File: src/sv/tts_pkg.sv
// ============================================================================
// tts_pkg
// Shared types, constants and the arctangent table for the tilt to servo
// pulse converter.
// ============================================================================
package tts_pkg;

    localparam int SAMPLE_W         = 16;
    localparam int SAMPLE_BITS_DEF  = 16;
    localparam int CORDIC_STEPS_DEF = 16;
    localparam int TABLE_LEN        = 24;

    localparam int SCALE_SHIFT = 14;
    localparam int VEC_W       = SAMPLE_W + SCALE_SHIFT + 3;
    localparam int ACC_W       = 26;
    localparam int ANG_FRAC    = 16;
    localparam int ANG_W       = 24;

    localparam int CFG_W       = 12;
    localparam int CFG_IDX_W   = 2;
    localparam int PULSE_W     = 13;

    localparam logic [CFG_IDX_W-1:0] CFG_PULSE_MIN  = 2'd0;
    localparam logic [CFG_IDX_W-1:0] CFG_PULSE_SPAN = 2'd1;

    localparam logic [CFG_W-1:0] PULSE_MIN_RST  = 12'd500;
    localparam logic [CFG_W-1:0] PULSE_SPAN_RST = 12'd2000;

    localparam int DIV_CONST   = 180;
    localparam int PROD_W      = ANG_W + CFG_W;
    localparam int Q_W         = PROD_W - ANG_FRAC;
    localparam int RECIP_SHIFT = 28;
    localparam int RECIP_W     = 21;
    localparam int QM_W        = Q_W + RECIP_W;
    localparam logic [RECIP_W-1:0] RECIP = RECIP_W'((64'd1 << RECIP_SHIFT) / DIV_CONST);

    localparam logic signed [ACC_W-1:0] ANG_90  = ACC_W'(90 * (1 << ANG_FRAC));
    localparam logic signed [ACC_W-1:0] ANG_180 = ACC_W'(180 * (1 << ANG_FRAC));

    typedef struct packed {
        logic signed [VEC_W-1:0] x;
        logic signed [VEC_W-1:0] y;
        logic signed [ACC_W-1:0] acc;
        logic                    zero;
    } t_vec;

    typedef struct packed {
        logic full;
        logic empty;
    } t_qstat;

    function automatic int cordic_stages(input int steps);
        return (steps > TABLE_LEN) ? TABLE_LEN : steps;
    endfunction

    function automatic int pipe_latency(input int steps);
        return cordic_stages(steps) + 6;
    endfunction

    function automatic logic signed [ACC_W-1:0] atan_q16(input int idx);
        case (idx)
            0:       return ACC_W'(2949120);
            1:       return ACC_W'(1740967);
            2:       return ACC_W'(919879);
            3:       return ACC_W'(466945);
            4:       return ACC_W'(234379);
            5:       return ACC_W'(117304);
            6:       return ACC_W'(58666);
            7:       return ACC_W'(29335);
            8:       return ACC_W'(14668);
            9:       return ACC_W'(7334);
            10:      return ACC_W'(3667);
            11:      return ACC_W'(1833);
            12:      return ACC_W'(917);
            13:      return ACC_W'(458);
            14:      return ACC_W'(229);
            15:      return ACC_W'(115);
            16:      return ACC_W'(57);
            17:      return ACC_W'(29);
            18:      return ACC_W'(14);
            19:      return ACC_W'(7);
            20:      return ACC_W'(4);
            21:      return ACC_W'(2);
            22:      return ACC_W'(1);
            default: return '0;
        endcase
    endfunction

endpackage

File: src/sv/tts_front.sv
// ============================================================================
// tts_front
// Accepts a sample pair, sign-extends and scales it, and turns the vector
// into the right half plane before the CORDIC pipeline.
// ============================================================================
module tts_front #(
    parameter int SAMPLE_BITS = tts_pkg::SAMPLE_BITS_DEF
) (
    input  logic                               i_clk,
    input  logic                               i_rst_n,
    input  logic                               i_load,
    input  logic signed [tts_pkg::SAMPLE_W-1:0] i_tilt_x,
    input  logic signed [tts_pkg::SAMPLE_W-1:0] i_tilt_z,
    input  tts_pkg::t_qstat                    i_qstat,
    output tts_pkg::t_vec                      o_vec,
    output logic                               o_valid
);
    import tts_pkg::*;

    logic signed [SAMPLE_BITS-1:0] x_low;
    logic signed [SAMPLE_BITS-1:0] z_low;
    logic signed [VEC_W-1:0]       x_s;
    logic signed [VEC_W-1:0]       z_s;
    t_vec                          n_vec;
    t_vec                          r_vec;
    logic                          r_valid;
    logic                          push;

    assign x_low = i_tilt_x[SAMPLE_BITS-1:0];
    assign z_low = i_tilt_z[SAMPLE_BITS-1:0];
    assign x_s   = VEC_W'(x_low) <<< SCALE_SHIFT;
    assign z_s   = VEC_W'(z_low) <<< SCALE_SHIFT;
    assign push  = r_valid && !i_qstat.full;

    // The CORDIC works on y = X sample, x = Z sample.
    always_comb begin
        n_vec.zero = (x_low == '0) && (z_low == '0);
        n_vec.x    = z_s;
        n_vec.y    = x_s;
        n_vec.acc  = '0;
        if (z_s < 0) begin
            if (x_s >= 0) begin
                n_vec.x   = x_s;
                n_vec.y   = -z_s;
                n_vec.acc = ANG_90;
            end else begin
                n_vec.x   = -x_s;
                n_vec.y   = z_s;
                n_vec.acc = -ANG_90;
            end
        end
    end

    always_ff @(posedge i_clk) begin
        if (!i_rst_n) begin
            r_valid <= 1'b0;
        end else if (i_load) begin
            r_valid <= 1'b1;
        end else if (push) begin
            r_valid <= 1'b0;
        end
    end

    always_ff @(posedge i_clk) begin
        if (i_load) begin
            r_vec <= n_vec;
        end
    end

    assign o_vec   = r_vec;
    assign o_valid = push;

endmodule

File: config.mk
export PLATFORM = sky130hd
export DESIGN_NAME = tts_front
export DESIGN_NICKNAME = d
export VERILOG_FILES = /design/src/sv/tts_pkg.sv /design/src/sv/tts_front.sv
export SDC_FILE = /design/constraint.sdc
export NUM_CORES = 1
export LEC_CHECK = 0
export BUFFER_PORTS_ARGS = -buffer_cell sky130_fd_sc_hd__buf_2
export CAP_MARGIN = 25
export CORE_MARGIN = 5
export CORE_UTILIZATION = 50
export CTS_CLUSTER_DIAMETER = 40
export DETAILED_ROUTE_END_ITERATION = 10
export HOLD_SLACK_MARGIN = 0.08
export PLACE_DENSITY = 0.86
export SKIP_LAST_GASP = 1
export SLEW_MARGIN = 15
export SYNTH_ARGS = -nofsm -noshare
export SYNTH_HDL_FRONTEND = slang
export SYNTH_SLANG_ARGS = --single-unit
File: constraint.sdc
create_clock -name i_clk -period 4.5 [get_ports i_clk]
set_input_delay 1.125 -clock i_clk [delete_from_list [all_inputs] [get_ports i_clk]]
set_output_delay 1.125 -clock i_clk [all_outputs]
set_load 0.02 [all_outputs]
======== Word-level counts from Yosys, hierarchy flattened ========
Cells that the tools add are included.
storage, ports and cells
  logic and storage cells ................. 24
  input bits .............................. 37
  flip-flop bits (word level) ............. 94
cells by class
  order comparisons ....................... 2
  bitwise gates (word level) .............. 1
  reductions and logical operators ........ 8
  mux-type cells .......................... 4
  add/sub/neg operators ................... 2
operators by type and width
  kind                                                                number
  2-to-1 mux 92 bit                                                   2
  negator 30 -> 33 bit                                                2
  logical NOT 16 bit                                                  2
  greater-or-equal comparator 30 x 1 -> 1 bit, second input constant  1
  < comparator 30 x 1 -> 1 bit, second input constant                 1
  logical AND 1 bit                                                   2
  2-to-1 mux 1 bit                                                    2
  AND reduction 2 bit                                                 1
  nonzero test 2 bit                                                  1
  OR reduction 2 bit                                                  1
  logical NOT 1 bit                                                   1
  NOT 1 bit                                                           1

======== Longest topological paths before layout ========
  word-level depth ........................ 4
  gate-level depth with buffers ........... 7

======== Worst setup path before layout ========
OpenSTA, ideal clock, no wires.
  path type ............................... input to register
  start point ............................. input i_tilt_x[0] (netlist bit)
  end point ............................... register r_vec, in the netlist o_vec[86], data pin
  buffers on the path ..................... 1
  data required time ...................... 4230 ps
  path slack .............................. 1758 ps
  cell stages on the path ................. 7
  setup time .............................. 270 ps
  arrival ................................. 2472 ps
  path through ............................ inv_1 -> ha_1 -> or4b_1 -> clkbuf_2 -> o41ai_2 -> xor2_1 -> a21oi_1
RTL lines
  what                  RTL line         source
  start, declared       tts_front.sv:12  input logic signed [tts_pkg::SAMPLE_W-1:0] i_tilt_x,
  end signal, assigned  tts_front.sv:66  r_vec <= n_vec;
  end, declared         tts_front.sv:25  t_vec r_vec;

==> flow_metrics.env <==
export IMPL_power_density_nw_per_um2=350.2
export IMPL_yosysUniqueCellTypes=39
export IMPL_ys_async_sr_fraction_pct=0
export IMPL_worst_endpoint_arrival_ns=2.85
export IMPL_stdcell_area_sq_um=3110
export IMPL_fin_nets=381
export IMPL_ys_top_cells_by_area="edfxtp_1, buf_4, a21oi_1, nor2_1, xnor2_1"
export IMPL_mappedNetlistArea_sq_um=2725
export IMPL_status="finished clean"
export IMPL_grt_pass1_vias=2009
export IMPL_final_max_slew_violation_count=0
export IMPL_post_synth_edffs=42
export IMPL_diodes=0
export IMPL_max_clock_skew_ns=0
export IMPL_crit_path_max_fanout=6
export IMPL_endpoint_kind="register"
export IMPL_worst_ep_required_time_ns=4.54
export IMPL_avgViaCountPerCell=5.041
export IMPL_remaining_drc_errors=0
export IMPL_min_delay_path_class="reg2reg"
export IMPL_worst_slew_margin_rel_pct=38.68
export IMPL_path_class="in2reg"
export IMPL_cts_post_setup_buffers_inserted=0
export IMPL_report_final_hold_viol_count=0
export IMPL_initial_drc_count=149
export IMPL_start_util_pct=52.36
export IMPL_htree_levels=2
export IMPL_chipHeight_um=83.83
export IMPL_postSynthRegisterBits=43
export IMPL_placementRows=26
export IMPL_route_detailed_wl_per_inst_um=14.35
export IMPL_detailed_place_hpwl_mm=4.321
export IMPL_ctsHoldBuffers=0
export IMPL_final_layout_size_suffix_gt1_share_pct=29.15
export IMPL_clockRootBuffer="clkbuf_8"
export IMPL_dr_pass1_iters=4
export IMPL_clkLatencyLatePin_ns=0.29
export IMPL_fin_setup_tns_ns=0
export IMPL_cts_root_to_sink_buffers=2
export IMPL_port_buffers=84
export IMPL_gp_congestion=0.8709
export IMPL_path_clk_slew_ns=0.08
export IMPL_tritoncts="yes"
export IMPL_synth_avg_cell_area_sq_um=10.06
export IMPL_dieWidth_um=83.83
export IMPL_yosys_most_used_dff="edfxtp_1"
export IMPL_netlist_instances=271
export IMPL_wire_length_of_the_first_global_routing_pass_mm=9.363
export IMPL_wire_length_reported_by_the_detailed_router_mm=5.927
export IMPL_grt_antenna_before_repair=0
export IMPL_worst_setup_path_start_kind="input pin"
export IMPL_detailroute_via_count=2082
export IMPL_yosysWarningCount=0
export IMPL_fin_crit_ns=2.806
export IMPL_number_of_cells_upsized_or_downsized_after_cts=0
export IMPL_area_of_the_placeable_core_sq_um=5205
export IMPL_area_growth_pct=14.14
export IMPL_fmax_mhz=356.4
export IMPL_groute_usage_overall_pct=16.40
export IMPL_die_area_sq_um=7027
export IMPL_largest_net_degree_at_the_start_of_global_routing=66
export IMPL_drv_cap=0
export IMPL_yosys_area_top_type="edfxtp_1"
export IMPL_setup_violations=0
export IMPL_yosys_area_top_type_share_pct=46.28
export IMPL_grt_setup_unrepaired="no"
export IMPL_p_leak_nw=1.344
export IMPL_grt_overflow_total=0
export IMPL_vdd_ir_drop_worst_uv=169.6
export IMPL_ios=131
export IMPL_layout_worst_path_cycle_share_pct=62.36
export IMPL_yosysSeqAreaShare_pct=47.02
export IMPL_placed_cell_area_sq_um=2958
export IMPL_postRouteAntennaNets=0
export IMPL_worst_pin_slew_ns=0.9198
export IMPL_cts_buffers=5
export IMPL_cts_sinks=43
==> critical path, stage by stage <==
cell and delay [ns]:
buf_2 0.12, inv_1 0.07, ha_1 0.19, or4b_1 0.62, o41ai_2 0.45, xor2_1 0.19, a21oi_1 0.08
==> kinds of logic (layout without fill, tap and decap cells) <==
logic type	Yosys count	count (layout)	synth area share (%)
buffers and inverters	76	101	17.81
AO/OA/AOI/OAI	53	53	12.72
XOR/XNOR	25	25	8.035
flip-flops	43	43	47.02
other	1	48	0.1376
AND/OR/NAND/NOR	69	69	12.63
adder cells (fa/ha/maj)	2	2	0.9181
multiplexers	2	2	0.7346
==> final cells by class <==
cell class,count,area [sq um]
sequential,43,1281
multi-input combinational,199,1135
fill,463,2095
clock inverter,2,60.06
inverter,7,26.28
tap,70,87.58
clock buffer,6,72.57
timing repair buffer,86,447.9
==> power breakdown <==
group | switching, mW | internal [mW] | leakage, nW
Combinational | 0.173 | 0.0742 | 0.859
Clock | 0.128 | 0.222 | 0.0654
Sequential | 0.00895 | 0.483 | 0.419
==> sequential cells by signal, summed over array words and instances, names as in the netlist <==
name / cells
r_valid: 1
o_vec: 42
==> through the flow <==
step | util, % | hold slack [ns] | total power [mW] | instances | setup slack [ns]
CTS | 59.38 | 0.5231 | 1.096 | 412 | 1.676
global route | 59.76 | 0.5715 | 1.136 | 413 | 1.601
detailed placement | 56.83 | 0.5051 | 0.7458 | 404 | 1.374
global placement | 56.83 | 0.4836 | 0.7397 | 404 | 1.443
finish | 59.76 | 0.5152 | 1.089 | 413 | 1.694
floorplan | - | 0.4645 | 0.6980 | 318 | 1.758
==> final timing paths <==
check / startpoint / endpoint / slack [ns] / cells after the start
worst min-delay path: r_valid / r_valid / 0.52 / 2
worst max register to register: r_valid / r_valid / 3.91 / 2
worst max-delay path: i_tilt_x[0] / o_vec[86] / 1.69 / 7
worst min register to register: r_valid / r_valid / 0.52 / 2
==> layer usage <==
layer  share of wire (%)  vias up  global-route usage (%)
met2                  47      128                   26.61
met3                  11        7                   4.442
li1                    -      995                       -
met1                  41      952                   21.51
met4                0.93        0                   4.678
met5                   0        -                       0
==> placed cells by master, fill, tap and decap left out, types with 2 or more instances in the layout <==
cell type,count
edfxtp_1,42
bufinv_16,2
nor2b_1,5
inv_1,7
conb_1,48
o31ai_1,2
ha_1,2
xnor2_1,13
nor4b_1,2
nor2_1,35
o21ai_0,5
mux2i_1,2
clkbuf_8,5
a41oi_1,3
or4_1,2
nor3_1,3
or2_2,2
a31oi_1,3
o41ai_1,2
nand2_1,6
buf_2,84
o41ai_2,4
a21oi_1,32
nor4_1,5
xor2_1,12
==> Yosys cell counts, types with 4 or more instances <==
cell,count
xor2_1,12
o41ai_2,4
inv_1,7
nor4_1,5
a21oi_1,32
clkbuf_1,15
buf_4,51
xnor2_1,13
o21ai_0,5
edfxtp_1,42
nor2_1,35
nand2_1,6
nor2b_1,5
No activity file was read; power rests on OpenSTA's default activity.
