===== config.mk =====
export PLATFORM = sky130hd
export DESIGN_NAME = tts_queue
export DESIGN_NICKNAME = d
export VERILOG_FILES = /design/src/sv/tts_pkg.sv /design/src/sv/tts_queue.sv
export SDC_FILE = /design/constraint.sdc
export NUM_CORES = 1
export LEC_CHECK = 0
export ABC_AREA = 0
export BUFFER_PORTS_ARGS = -buffer_cell sky130_fd_sc_hd__buf_2
export CAP_MARGIN = 10
export CELL_PAD_IN_SITES_DETAIL_PLACEMENT = 1
export CELL_PAD_IN_SITES_GLOBAL_PLACEMENT = 2
export CORE_MARGIN = 2
export CORE_UTILIZATION = 41
export CTS_CLUSTER_SIZE = 14
export DETAILED_ROUTE_END_ITERATION = 12
export PLACE_DENSITY = 0.93
export SLEW_MARGIN = 20
export SYNTH_ARGS = -nofsm -noshare
export SYNTH_HDL_FRONTEND = slang
export SYNTH_SLANG_ARGS = --single-unit

===== constraint.sdc =====
create_clock -name i_clk -period 8.8 [get_ports i_clk]
set_input_delay 0.88 -clock i_clk [delete_from_list [all_inputs] [get_ports i_clk]]
set_output_delay 0.88 -clock i_clk [all_outputs]
set_load 0.02 [all_outputs]

===== src/sv/tts_pkg.sv =====
// ============================================================================
// tts_pkg
// Shared types, constants and the arctangent table for the tilt to servo
// pulse converter.
// ============================================================================
package tts_pkg;

    localparam int SAMPLE_W         = 16;
    localparam int SAMPLE_BITS_DEF  = 16;
    localparam int CORDIC_STEPS_DEF = 16;
    localparam int TABLE_LEN        = 24;

    localparam int SCALE_SHIFT = 14;
    localparam int VEC_W       = SAMPLE_W + SCALE_SHIFT + 3;
    localparam int ACC_W       = 26;
    localparam int ANG_FRAC    = 16;
    localparam int ANG_W       = 24;

    localparam int CFG_W       = 12;
    localparam int CFG_IDX_W   = 2;
    localparam int PULSE_W     = 13;

    localparam logic [CFG_IDX_W-1:0] CFG_PULSE_MIN  = 2'd0;
    localparam logic [CFG_IDX_W-1:0] CFG_PULSE_SPAN = 2'd1;

    localparam logic [CFG_W-1:0] PULSE_MIN_RST  = 12'd500;
    localparam logic [CFG_W-1:0] PULSE_SPAN_RST = 12'd2000;

    localparam int DIV_CONST   = 180;
    localparam int PROD_W      = ANG_W + CFG_W;
    localparam int Q_W         = PROD_W - ANG_FRAC;
    localparam int RECIP_SHIFT = 28;
    localparam int RECIP_W     = 21;
    localparam int QM_W        = Q_W + RECIP_W;
    localparam logic [RECIP_W-1:0] RECIP = RECIP_W'((64'd1 << RECIP_SHIFT) / DIV_CONST);

    localparam logic signed [ACC_W-1:0] ANG_90  = ACC_W'(90 * (1 << ANG_FRAC));
    localparam logic signed [ACC_W-1:0] ANG_180 = ACC_W'(180 * (1 << ANG_FRAC));

    typedef struct packed {
        logic signed [VEC_W-1:0] x;
        logic signed [VEC_W-1:0] y;
        logic signed [ACC_W-1:0] acc;
        logic                    zero;
    } t_vec;

    typedef struct packed {
        logic full;
        logic empty;
    } t_qstat;

    function automatic int cordic_stages(input int steps);
        return (steps > TABLE_LEN) ? TABLE_LEN : steps;
    endfunction

    function automatic int pipe_latency(input int steps);
        return cordic_stages(steps) + 6;
    endfunction

    function automatic logic signed [ACC_W-1:0] atan_q16(input int idx);
        case (idx)
            0:       return ACC_W'(2949120);
            1:       return ACC_W'(1740967);
            2:       return ACC_W'(919879);
            3:       return ACC_W'(466945);
            4:       return ACC_W'(234379);
            5:       return ACC_W'(117304);
            6:       return ACC_W'(58666);
            7:       return ACC_W'(29335);
            8:       return ACC_W'(14668);
            9:       return ACC_W'(7334);
            10:      return ACC_W'(3667);
            11:      return ACC_W'(1833);
            12:      return ACC_W'(917);
            13:      return ACC_W'(458);
            14:      return ACC_W'(229);
            15:      return ACC_W'(115);
            16:      return ACC_W'(57);
            17:      return ACC_W'(29);
            18:      return ACC_W'(14);
            19:      return ACC_W'(7);
            20:      return ACC_W'(4);
            21:      return ACC_W'(2);
            22:      return ACC_W'(1);
            default: return '0;
        endcase
    endfunction

endpackage


===== src/sv/tts_queue.sv =====
// ============================================================================
// tts_queue
// Two-entry queue between the front and the CORDIC pipeline.
// ============================================================================
module tts_queue (
    input  logic            i_clk,
    input  logic            i_rst_n,
    input  logic            i_push,
    input  tts_pkg::t_vec   i_vec,
    input  logic            i_pop,
    output tts_pkg::t_vec   o_vec,
    output tts_pkg::t_qstat o_qstat
);
    import tts_pkg::*;

    localparam int DEPTH = 2;
    localparam int PTR_W = $clog2(DEPTH);

    t_vec             r_mem [DEPTH];
    logic [PTR_W-1:0] r_wr_ptr;
    logic [PTR_W-1:0] r_rd_ptr;
    logic [PTR_W:0]   r_count;
    logic             full;
    logic             empty;
    logic             do_push;
    logic             do_pop;

    assign full    = (r_count == (PTR_W + 1)'(DEPTH));
    assign empty   = (r_count == '0);
    assign do_push = i_push && !full;
    assign do_pop  = i_pop && !empty;

    always_ff @(posedge i_clk) begin
        if (!i_rst_n) begin
            r_wr_ptr <= '0;
            r_rd_ptr <= '0;
            r_count  <= '0;
        end else begin
            if (do_push) begin
                r_wr_ptr <= r_wr_ptr + 1'b1;
            end
            if (do_pop) begin
                r_rd_ptr <= r_rd_ptr + 1'b1;
            end
            if (do_push && !do_pop) begin
                r_count <= r_count + 1'b1;
            end else if (do_pop && !do_push) begin
                r_count <= r_count - 1'b1;
            end
        end
    end

    always_ff @(posedge i_clk) begin
        if (do_push) begin
            r_mem[r_wr_ptr] <= i_vec;
        end
    end

    assign o_vec         = r_mem[r_rd_ptr];
    assign o_qstat.full  = full;
    assign o_qstat.empty = empty;

endmodule


### After elaboration in Yosys (flattened, before gate mapping)

Memory sizes are Yosys's and may differ from the RTL's. A register that Yosys moved wholly into a read port is not among the register bits.
Index checks and enable logic that the tools add are counted.

| word-level totals | value |
|---|---|
| register bits after elaboration | 4 |
| RAM bits | 186 |
| bits of input ports | 97 |
| output and inout bits | 95 |
| memories kept | 1 |

| operators by class | value |
|---|---|
| add/sub/neg operators | 4 |
| equality and inequality tests | 1 |
| mux-type cells | 6 |
| reduce and logical (&&, ||, !) cells | 10 |

Memories:

| name | words | width | read ports | clocked after memory_dff | wr ports | line | RTL |
|---|---|---|---|---|---|---|---|
| r_mem | 2 | 93 | 1 | 1 | 1 | tts_queue.sv:19 | `t_vec r_mem [DEPTH];` |

Operators by type and width:

| operator | number |
|---|---|
| logical AND 1 bit | 4 |
| logical NOT 1 bit | 4 |
| 2-to-1 mux 1 bit | 4 |
| 2-to-1 mux 2 bit | 2 |
| adder 1 bit, second input constant | 2 |
| adder 2 x 1 -> 2 bit, second input constant | 1 |
| equality test 2 bit, second input constant | 1 |
| logical NOT 2 bit | 1 |
| nonzero test 2 bit | 1 |
| subtractor 2 x 1 -> 2 bit, second input constant | 1 |

### Depth between registers and ports, before layout

| logic depth | value |
|---|---|
| depth in word-level cells | 7 |
| mapped depth | 7 |
| mapped depth without buffers | 7 |

### Worst setup path before layout

OpenSTA, ideal clock, no wires.

| timing | value |
|---|---|
| path type | input-to-reg |
| from | input i_push |
| to | memory r_mem[0][0] (netlist bit), enable pin |
| arrival | 4.567 ns |
| setup slack | 3.703 ns |
| stages on the path | 2 |
| buffers on the path | 0 |
| cells stage by stage | inv_1 -> nor3_2 |

| between the ends | value |
|---|---|
| word-level cells in the longest chain between the ends | 3 |

Ends and longest elaborated chain:

| element | line | RTL |
|---|---|---|
| from (decl) | tts_queue.sv:8 | `input logic i_push,` |
| logical AND 1 bit | tts_queue.sv:30 | `assign do_push = i_push && !full;` |
| 2-to-1 mux 1 bit | tts_queue.sv:54 | `if (do_push) begin` |
| 2-to-1 mux 1 bit (not written as such) | tts_queue.sv:55 | `r_mem[r_wr_ptr] <= i_vec;` |
| to (decl) | tts_queue.sv:19 |  |

No other way between the ends.

==> key figures <==
Timing
  – Final Skew: 0.005708 ns
  – Setup TNS: 0 ns
  – Pins Over Slew Limit: 0
  – RSZ-0062 raised after global routing: false
  – Final hold viol count: 0
  – FMAX: 0.2956 GHz
  – Minimum clock period: 3.383 ns
  – Hold Worst Slack: 0.5838 ns
  – Worst rel slew slack: 29.90%
  – Worst slew pin tran: 1.051 ns
  – Setup violations, final: 0
  – Final worst path period share: 38.45%
  – Worst setup margin: 5.417 ns

Layout
  – Area Overhead vs Synth: 24.17%
  – Fin nets: 615
  – # diodes: 0
  – Share of cells above drive strength 1: 46.50%

Yosys
  – Seq/Total Area, Yosys: 81.48%
  – Syn Area/Cell: 22.08 um2
  – Yosys top cell by area: edfxtp_1
  – Primary FF master, synth: edfxtp_1
  – Ys async rst share: 0%
  – Cells after synthesis: 316
  – Count of cell types in the netlist: 23
  – Count leader, synth: edfxtp_1
  – Post-synth EDFFs: 186
  – Seq cells post-synth: 191
  – Synth area leaders: edfxtp_1 (80%), mux2_1 (11%), mux2_2 (3.7%), dfxtp_1 (1.4%), buf_6 (1.1%)
  – Post-synth net total: 414
  – Synth Warn #: 0
  – Top-area cell type share of the netlist area: 80.04%
  – Synth Cell Area: 0.006978 mm2
  – Most instantiated cells after synthesis: edfxtp_1 (186), mux2_1 (70), mux2_2 (23)

Floorplan
  – Top Ports: 192
  – Core area: 0.01658 mm2
  – Initial core utilization: 42.08%
  – # rows: 47
  – Die area: 0.01808 mm2
  – Vert. Die Dim: 134.5 um
  – Die extent in x: 134.5 um

Clock tree
  – CTS tree: built
  – # Post-CTS Setup Buffers: 0
  – CTS sink cnt: 191
  – H-tree depth: 4
  – Post-CTS Resized: 0
  – Buffer depth of the longest clock path: 2
  – Clock Latency Late Sink: 0.42 ns
  – Reg clk slew, reported paths: 0.06 ns
  – CTS Hold Bufs: 0
  – Total CTS buffers: 17
  – CTS Root Cell: clkbuf_16

Place
  – DP Worst Slack: 5.542 ns
  – Dpl hpwl: 8991 um
  – Port Buf Inserts: 191
  – Gp weighted congestion: 0.7094

Detailed routing
  – Drt first-iter violations: 228
  – DRC errors left: 0
  – Via/cell ratio: 4.732
  – Wire length per cell: 17.98 um
  – DRT antenna net count: 0
  – Total Wirelength: 13,470 um
  – Via count: 3,544
  – First-pass DRT Iterations: 4

Critical path
  – Worst path max stage delay: 0.75 ns
  – Critical path type: flip-flop to primary output
  – Critical R2R Capture: r_mem[0][3]
  – CP Cell Sequence: buf_4 > mux2_1 > buf_2
  – FF-to-FF setup slack: 6.04 ns
  – CP Buf/Inv Count: 2
  – CP max stage cell: dfxtp_4
  – Worst setup EP type: primary output
  – Worst R2R Start: r_count[0]
  – R2R depth: 4
  – Critical Path AT: 2.50 ns
  – CP startpoint kind: flip-flop
  – Max FO, Critical Path: 48
  – Critical path's top delay family: buffers and inverters
  – Worst EP required: 7.92 ns

Worst hold path
  – Hold_sp: r_count[1]
  – Hold Crit Depth: 2
  – Hold path endpoint: r_count[1]
  – Hold Path Class: flip-flop to flip-flop

Global routing
  – Largest net degree at the start of global routing: 77
  – Initial antenna violation count: 0
  – First-pass GRT wire length: 20,930 um
  – GR Util All Layers: 15.37%
  – GRT overflow: 0
  – Vias in the first global route: 3,850

Outcome
  – Outcome: finished clean

Pwr
  – Peak VDD IR: 181.7 uV
  – Leak pwr: 3.219 nW
  – PwrDens: 294.6 mW/mm2

Flow run
  – Max cap viols: 0
==> tightest hold or removal path, cell delays in order (launching register included) <==
cell      delay [ns]
dfxtp_1         0.35
o21ai_0         0.11
a21boi_1        0.08
==> flip-flops by register name, summed over array words and instances, names as in the netlist, named ones only <==
| name | cells |
|---|---|
| r_mem | 186 |
| r_count | 2 |
| r_rd_ptr | 1 |
| r_wr_ptr | 1 |
==> worst max path at each step <==
stage | start | to | slack (ns) | depth (start not counted)
2_1_floorplan | i_push | r_mem[0][0] | 3.70 | 2
3_3_place_gp | i_push | r_mem[0][1] | 5.67 | 4
3_5_place_dp | i_push | r_mem[0][1] | 5.54 | 4
4_1_cts | flip-flop | o_vec[25] | 5.36 | 3
5_1_grt | flip-flop | o_vec[41] | 5.25 | 3
6_report | flip-flop | o_vec[25] | 5.42 | 3
==> report_power, final <==
group / internal, mW / total, mW / switching (mW)
sequential: 1.15 / 1.20 / 0.0592
combinational: 0.243 / 0.656 / 0.413
clock: 0.385 / 0.693 / 0.308
==> layout make-up <==
cell class | instances | area (um2)
Inverter | 2 | 7.507
Tap cell | 220 | 275.3
Multi-Input combinational cell | 111 | 1185
Fill cell | 1573 | 7919
Sequential cell | 191 | 5689
Clock inverter | 12 | 96.34
Clock buffer | 19 | 432.9
Timing Repair Buffer | 194 | 978.4
==> through the flow <==
| stage | utilization [%] | power, mW | cell area (um2) | cells |
|---|---|---|---|---|
| finish | 52.25 | 2.553 | 8665 | 749 |
| floorplan | - | 1.684 | 6978 | 316 |
| detailed placement | 49.06 | 1.892 | 8135 | 718 |
| global route | 52.25 | 2.669 | 8665 | 749 |
| CTS | 52.25 | 2.592 | 8665 | 749 |
| global placement | 49.06 | 1.863 | 8135 | 718 |
==> metal layers <==
| layer | part of all wire (%) | track usage, % | up-vias |
|---|---|---|---|
| met2 | 51 | 26.11 | 125 |
| met3 | 6.8 | 5.105 | 20 |
| li1 | - | - | 1645 |
| met5 | 0 | 0 | - |
| met4 | 1.8 | 6.433 | 0 |
| met1 | 40 | 17.97 | 1754 |
==> cell families (layout without fill, tap and decap cells) <==
kind of cell	count (synthesis)	in the layout	synth area share [%]
buf+inv	14	227	1.703
fa+ha+maj	1	1	0.1793
flops	191	191	81.48
mux	93	93	15.01
xor+xnor	3	3	0.3766
simple gates	9	9	0.7892
compound gates	5	5	0.4662
==> layout by cell type, fill, tap and decap left out, types with 2 or more instances in the layout <==
master      count
buf_2         191
edfxtp_1      186
mux2_1         70
mux2_2         23
clkbuf_16      17
clkinv_1        4
dfxtp_1         4
and2_1          3
buf_4           3
nor2_1          2
xnor2_1         2
clkinv_4        2
clkinv_2        2
clkbuf_1        2
clkinvlp_4      2
Power figures use the tool's default switching activity.
